**src/rtl/tmfw_pkg.sv**
```systemverilog
`timescale 1ns / 1ps
// ----------------------------------------------------------------------------
// tmfw_pkg
// Shared types, constants and letter decoding for the trie word counter.
// ----------------------------------------------------------------------------
package tmfw_pkg;

	// default sizes
	localparam int NODES_DEF        = 1024;
	localparam int MAX_WORD_LEN_DEF = 32;

	// fixed field widths
	localparam int SLOTS    = 52;
	localparam int LETTER_W = 7;
	localparam int COUNT_W  = 32;
	localparam int SLOT_W   = 6;

	// trie controller states
	typedef enum logic [2:0] {
		S_IDLE,
		S_CHILD,
		S_CHECK,
		S_COUNT,
		S_RWAIT,
		S_WALK
	} trie_state_t;

	// report emitter states
	typedef enum logic [1:0] {
		E_IDLE,
		E_READ,
		E_SHOW
	} emit_state_t;

	// controller to emitter control
	typedef struct packed {
		logic wr_en;
		logic start;
		logic empty;
	} emit_ctl_t;

	// letter test: A-Z or a-z
	function automatic logic is_letter(input logic [7:0] c);
		logic r;
		r = (c inside {[8'd65:8'd90]}) || (c inside {[8'd97:8'd122]});
		return r;
	endfunction

	// child slot of a letter: A-Z -> 0..25, a-z -> 26..51
	function automatic logic [SLOT_W-1:0] letter_slot(input logic [7:0] c);
		logic [7:0] d;
		if (c inside {[8'd65:8'd90]}) begin
			d = c - 8'd65;
		end else begin
			d = c - 8'd71;
		end
		return d[SLOT_W-1:0];
	endfunction

endpackage

```
**src/rtl/tmfw_emitter.sv**
```systemverilog
`timescale 1ns / 1ps
// ----------------------------------------------------------------------------
// tmfw_emitter
// Reverse buffer for the parent walk and output stage that plays the word
// back first letter to last.
// ----------------------------------------------------------------------------
module tmfw_emitter
	import tmfw_pkg::*;
#(
	parameter int MAX_WORD_LEN = MAX_WORD_LEN_DEF,
	localparam int DW = $clog2(MAX_WORD_LEN + 1),
	localparam int IW = (MAX_WORD_LEN > 1) ? $clog2(MAX_WORD_LEN) : 1
) (
	input  logic                clk,
	input  logic                arst_n,
	input  emit_ctl_t           ctl,
	input  logic [IW-1:0]       wr_idx,
	input  logic [LETTER_W-1:0] wr_letter,
	input  logic [DW-1:0]       len,
	output logic                idle,
	output logic                out_valid,
	input  logic                out_ready,
	output logic [LETTER_W-1:0] out_char,
	output logic                last,
	output logic                empty_res
);

	logic [LETTER_W-1:0] buf_mem [MAX_WORD_LEN];
	logic [LETTER_W-1:0] rd_q;
	logic                rd_en;

	emit_state_t   state_q, state_d;
	logic [IW-1:0] idx_q, idx_d;
	logic          empty_q, empty_d;
	logic [DW-1:0] len_m1;

	// reverse buffer, written by the walk, read back in reverse
	always_ff @(posedge clk) begin
		if (ctl.wr_en) begin
			buf_mem[wr_idx] <= wr_letter;
		end
		if (rd_en) begin
			rd_q <= buf_mem[idx_q];
		end
	end

	// control registers
	always_ff @(posedge clk or negedge arst_n) begin
		if (!arst_n) begin
			state_q <= E_IDLE;
			idx_q   <= '0;
			empty_q <= 1'b0;
		end else begin
			state_q <= state_d;
			idx_q   <= idx_d;
			empty_q <= empty_d;
		end
	end

	assign len_m1 = len - 1'b1;

	// next state and outputs
	always_comb begin
		state_d   = state_q;
		idx_d     = idx_q;
		empty_d   = empty_q;
		rd_en     = 1'b0;
		out_valid = 1'b0;
		case (state_q)
			E_IDLE: begin
				if (ctl.start) begin
					if (ctl.empty) begin
						empty_d = 1'b1;
						state_d = E_SHOW;
					end else begin
						empty_d = 1'b0;
						idx_d   = len_m1[IW-1:0];
						state_d = E_READ;
					end
				end
			end
			E_READ: begin
				rd_en   = 1'b1;
				state_d = E_SHOW;
			end
			E_SHOW: begin
				out_valid = 1'b1;
				if (out_ready) begin
					if (empty_q || idx_q == '0) begin
						state_d = E_IDLE;
					end else begin
						idx_d   = idx_q - 1'b1;
						state_d = E_READ;
					end
				end
			end
			default: begin
				state_d = E_IDLE;
			end
		endcase
	end

	assign idle      = (state_q == E_IDLE);
	assign out_char  = empty_q ? '0 : rd_q;
	assign last      = empty_q || (idx_q == '0);
	assign empty_res = empty_q;

	// a new report only starts once the previous one is fully delivered
	a_start_idle: assert property (@(posedge clk) disable iff (!arst_n)
		ctl.start |-> state_q == E_IDLE)
		else $error("report started while emitter busy");

	// the walk never overwrites letters that are still being played back
	a_write_idle: assert property (@(posedge clk) disable iff (!arst_n)
		ctl.wr_en |-> state_q == E_IDLE)
		else $error("reverse buffer written while emitting");

	// a stalled result holds its payload
	a_out_hold: assert property (@(posedge clk) disable iff (!arst_n)
		(out_valid && !out_ready) |=> (out_valid && $stable(out_char) && $stable(last)
			&& $stable(empty_res)))
		else $error("result changed while stalled");

endmodule

```
**config.mk**
```make
export PLATFORM = sky130hd
export DESIGN_NAME = tmfw_emitter
export DESIGN_NICKNAME = d
export VERILOG_FILES = /design/src/rtl/tmfw_pkg.sv /design/src/rtl/tmfw_emitter.sv
export SDC_FILE = /design/constraint.sdc
export NUM_CORES = 1
export LEC_CHECK = 0
export BUFFER_PORTS_ARGS = -buffer_cell sky130_fd_sc_hd__clkbuf_2
export CELL_PAD_IN_SITES_DETAIL_PLACEMENT = 1
export CELL_PAD_IN_SITES_GLOBAL_PLACEMENT = 1
export CORE_MARGIN = 2
export CORE_UTILIZATION = 45
export CTS_CLUSTER_DIAMETER = 60
export CTS_CLUSTER_SIZE = 14
export DETAILED_ROUTE_END_ITERATION = 7
export PLACE_DENSITY_LB_ADDON = 0.1
export SLEW_MARGIN = 20
export SYNTH_ARGS = -nofsm -noshare
export SYNTH_HDL_FRONTEND = slang
export SYNTH_SLANG_ARGS = --single-unit
```
**constraint.sdc**
```tcl
create_clock -name clk -period 6.2 [get_ports clk]
set_input_delay 0.62 -clock clk [delete_from_list [all_inputs] [get_ports clk]]
set_output_delay 0.62 -clock clk [all_outputs]
set_load 0.005 [all_outputs]
```
After elaboration in Yosys (flattened, before gate mapping) --
Memories as Yosys holds them, arrays and structs flattened. A register that Yosys moved wholly into a read port is not among the register bits. Cells that the tools add are included.
Operators by class: add/sub/neg operators 2, equal/unequal tests 6, mux-type cells 16, reductions and logical operators 7
Operator list (count):
- 5-bit two-way mux | 4
- 5-bit case mux with 2 select lines | 1
- 5-bit by 1-bit subtractor with 5-bit output (second input constant) | 2
- 2-bit inequality test (second input constant) | 4
- 7-bit two-way mux | 1
- 1-bit two-way mux | 6
- 2-bit two-way mux | 3
- 2-bit case mux with 3 select lines | 1
- 5-bit zero test | 1
- 5-bit AND reduction | 1
- 2-bit AND reduction | 2
- 2-bit by 1-bit == test with 1-bit output (second input constant) | 1
- 2-bit == test (second input constant) | 1
- 2-bit zero test | 1
- 2-bit nonzero test | 1
- 1-bit logical OR | 1
Storage, ports and cells: flip-flop bits (word level) 8, RAM bits 224, input port bits 24, output and inout port bits 11, memories 1
Memory list:
- buf_mem | depth 32, width 7, rd ports 1, clocked after Yosys merged registers in 1, wr ports 1, line tmfw_emitter.sv:28 | logic [LETTER_W-1:0] buf_mem [MAX_WORD_LEN];

Logic depth before layout (Yosys ltp) --
depth after elaboration 5, depth in mapped cells 8

Worst setup path before layout --
Ideal clock, no wire load.
path kind register to register, start point register idx_q[0], end point register rd_q[0], read port of buf_mem (data pin), setup time 0.260 ns, arrival 1.926 ns, data required time 5.940 ns, path slack 4.014 ns, stages on the path, launching flop included 6, buffers on the path 2, cell sequence dfrtp_1 buf_6 buf_2 mux4_2 mux4_2 mux2_2
RTL lines:
- start, declared | line tmfw_emitter.sv:33 | logic [IW-1:0] idx_q, idx_d;
- start signal, assigned | line tmfw_emitter.sv:55 | idx_q <= idx_d;
- end, declared | line tmfw_emitter.sv:29 | logic [LETTER_W-1:0] rd_q;

==> flow_summary_export.csv <==
group,metric,value,unit
worst_setup_path,crit_required,6.43,ns
sta,timing.setup.tns,0,ns
drt,wl_per_cell,25.97,um
global_routing,grt_pass1_vias,4627,
min_path,holdPathEnd,"state_q[1]",
global_routing,grt_overflow,0,
layout,antennaDiodeCount,0,
sta,hold_viol,0,
worst_setup_path,cp_slowest_cell,"dfrtp_4",
logic_synthesis,ys.flop_type,"edfxtp_1",
worst_setup_path,crit_chain,"buf_4, mux4_2, mux4_2, mux2_2",
clock_network,postCtsSetupRepairBufs,0,
layout,drive_gt1_share,29.23,%
flow_run,maxCapViolCount,0,
status,outcome,"complete, no violations",
drt,wl_met1,9111,um
sta,max_freq,312.3,MHz
worst_setup_path,rrSetupSlack,3.00,ns
logic_synthesis,synthCells,434,
drt,via_per_inst,5.714,
clock_network,clock_sinks,239,
sta,setup_viol,0,
sta,fin_crit_sh,51.64,%
placed_design,place_congestion,0.7470,
die,start_util,45.40,%
layout,multi_input_area,2191,um^2
power,leakagePower,0.003271,uW
logic_synthesis,synth.avg_cell_area,21.78,um^2
logic_synthesis,synth_edf_count,231,
worst_setup_path,path_max_fanout,37,
min_path,hold_depth,2,
clock_network,cts_root_buf,"clkbuf_16",
clock_network,clockBufferDepth,3,
drt,routed-wl-met2,9274,um
global_routing,antenna_found_initial,0,
layout,final_nets,497,
min_path,hp-class,"in -> reg",
drt,wl_met3,1017,um
layout,seqCellArea,7142,um^2
logic_synthesis,syn_nets,459,
drt,dr.pass1.iters,4,
power,p_total,4297,uW
sta,tightest_slew,0.9552,ns
logic_synthesis,ys_warn_count,0,
logic_synthesis,ys_ff_latch,239,
global_routing,grt_max_degree,62,
worst_setup_path,cp-start-kind,"flop",
layout,fillerInstances,1856,
sta,period_needed,3.202,ns
sta,slew_headroom,36.32,%
worst_setup_path,path_common_cell,"mux4_2",
sta,slew_viol_final,0,
logic_synthesis,synthesis.area,9454,um^2
global_routing,grt_usage,18.45,%
power,vdd_drop_max,0.1563,mV
placed_design,dp_hpwl,12190,um
logic_synthesis,ys_types,39,
sta,whs,0.4015,ns
clock_network,tritoncts,"done",
die,rows,53,
die,die_area,22180,um^2
drt,post-route-drc-count,0,
drt,antenna_left,0,
worst_setup_path,cp.arrival,3.43,ns
worst_setup_path,crit_buf_inv,1,
logic_synthesis,ys_seq_area_share,75.49,%
sta,finClkSkew,0.01271,ns
drt,num_vias,4308,
die,dieHeight,148.9,um
drt,drt_iter0_markers,309,
worst_setup_path,slowest_delay,0.89,ns
drt,top_layer,"met4",
clock_network,ctsHtreeMaxLevel,1,
die,fp.coreArea,20820,um^2
worst_setup_path,rr_startpoint,"idx_q[0]",
global_routing,grt_first_pass_wirelength,29860,um
worst_setup_path,cp_top_family,"multiplexers",
worst_setup_path,reg2regPathDepth,4,
die,num_io_pins,35,
worst_setup_path,end_kind,"flop",
drt,drt-total-wl,19580,um
worst_setup_path,crit_type,"reg -> reg",
clock_network,cts_inserted_buffers,21,
clock_network,insertion_delay,0.49,ns
placed_design,io_buffers,33,
min_path,min_from,"out_ready",
power,powerDensity,410.3,nW/um^2
worst_setup_path,reg2reg_to,"rd_q[3]",
die,die_x,148.9,um
sta,rsz0062_at_grt,"false",
logic_synthesis,async_reset_ff_share,3.347,%
layout,syn_to_final_growth,10.77,%
clock_network,clk_pin_slew,0.07,ns
-- registers in the layout (all words and copies together), names as in the netlist --
register	cells
buf_mem	224
empty_res	1
idx_q	5
rd_q	7
state_q	2
-- repair_timing --
item | CTS | global route
resized for setup | 0 | 0
hold buffers | 1 | 0
hold endpoints to repair | 8 | 0
setup endpoints to repair | 0 | 0
-- cells in the final DEF (no fill, tap or decap), types with 2 or more instances in the layout --
master	count
nor2b_1	8
clkbuf_1	7
a21oi_1	5
nand3b_1	7
nor3_1	2
nand3_1	2
clkbuf_2	33
dfrtp_1	6
mux2_1	3
mux2_2	7
o22ai_1	2
mux2i_1	4
buf_4	3
nand2_1	4
mux4_2	70
clkbuf_16	21
nor2_1	39
edfxtp_1	231
-- synth_stat cells (all sizes together) (2+ instances only) --
cell,instances,area (um^2)
o21ai,2,10.00
nor2b,8,50.05
mux2,10,112.6
nand3,2,10.01
edfxtp,231,6937
inv,2,7.500
nand3b,7,52.55
nand2,4,15.01
o22ai,2,12.51
a21oi,5,25.02
nor2,39,146.4
nor3,2,10.01
dfrtp,8,200.2
buf,9,70.06
mux2i,4,40.04
or3b,2,17.52
mux4,70,1577
clkbuf,13,48.80
-- worst max-delay path by stage --
stage                  start      end  slack [ns]  cells after the start
floorplan           idx_q[0]  rd_q[0]        4.01                      5
global placement    idx_q[0]  rd_q[3]        2.94                      4
detailed placement  idx_q[0]  rd_q[3]        2.92                      4
CTS                 idx_q[0]  rd_q[3]        2.90                      4
global route        idx_q[0]  rd_q[3]        2.79                      4
finish              idx_q[0]  rd_q[3]        3.00                      4
-- power breakdown --
group          total, uW  switching (uW)  leakage [uW]  internal, uW
clock network       1200             537      0.000286           661
logic               1100             497      0.000810           607
registers           2000             143       0.00218          1850
-- per-layer routing --
metal	global-route usage, %	vias to the layer above
met2	28.55	104
met1	28.63	2314
met4	2.810	0
met5	0	-
li1	-	1875
met3	2.966	15
-- through the flow --
stage                     area (um^2)  std cells  worst slack, ns  utilization [%]
after global routing            10470        754            2.788            50.29
after global placement           9872        723            2.942            47.41
after detailed placement         9872        723            2.918            47.41
final                           10470        754            2.998            50.29
after CTS                       10470        754            2.902            50.29
after floorplan                  9454        434            4.014                -
-- layout make-up --
type                       count  share of cell area [%]
timing repair buffer          37                   1.888
tap                          275                   3.286
clock inverter                 2                  0.3704
multi-input combinational    171                   20.92
sequential                   239                   68.20
clock buffer                  28                   5.269
inverter                       2                 0.07168
-- cell families after synthesis --
family / synth area share, %
flops: 75.49
xor+xnor: 0.09266
fa+ha+maj: 0.1323
simple gates: 3.653
mux: 18.29
compound gates: 1.006
buf+inv: 1.337
Note: power is estimated with default switching activity, not from simulation.
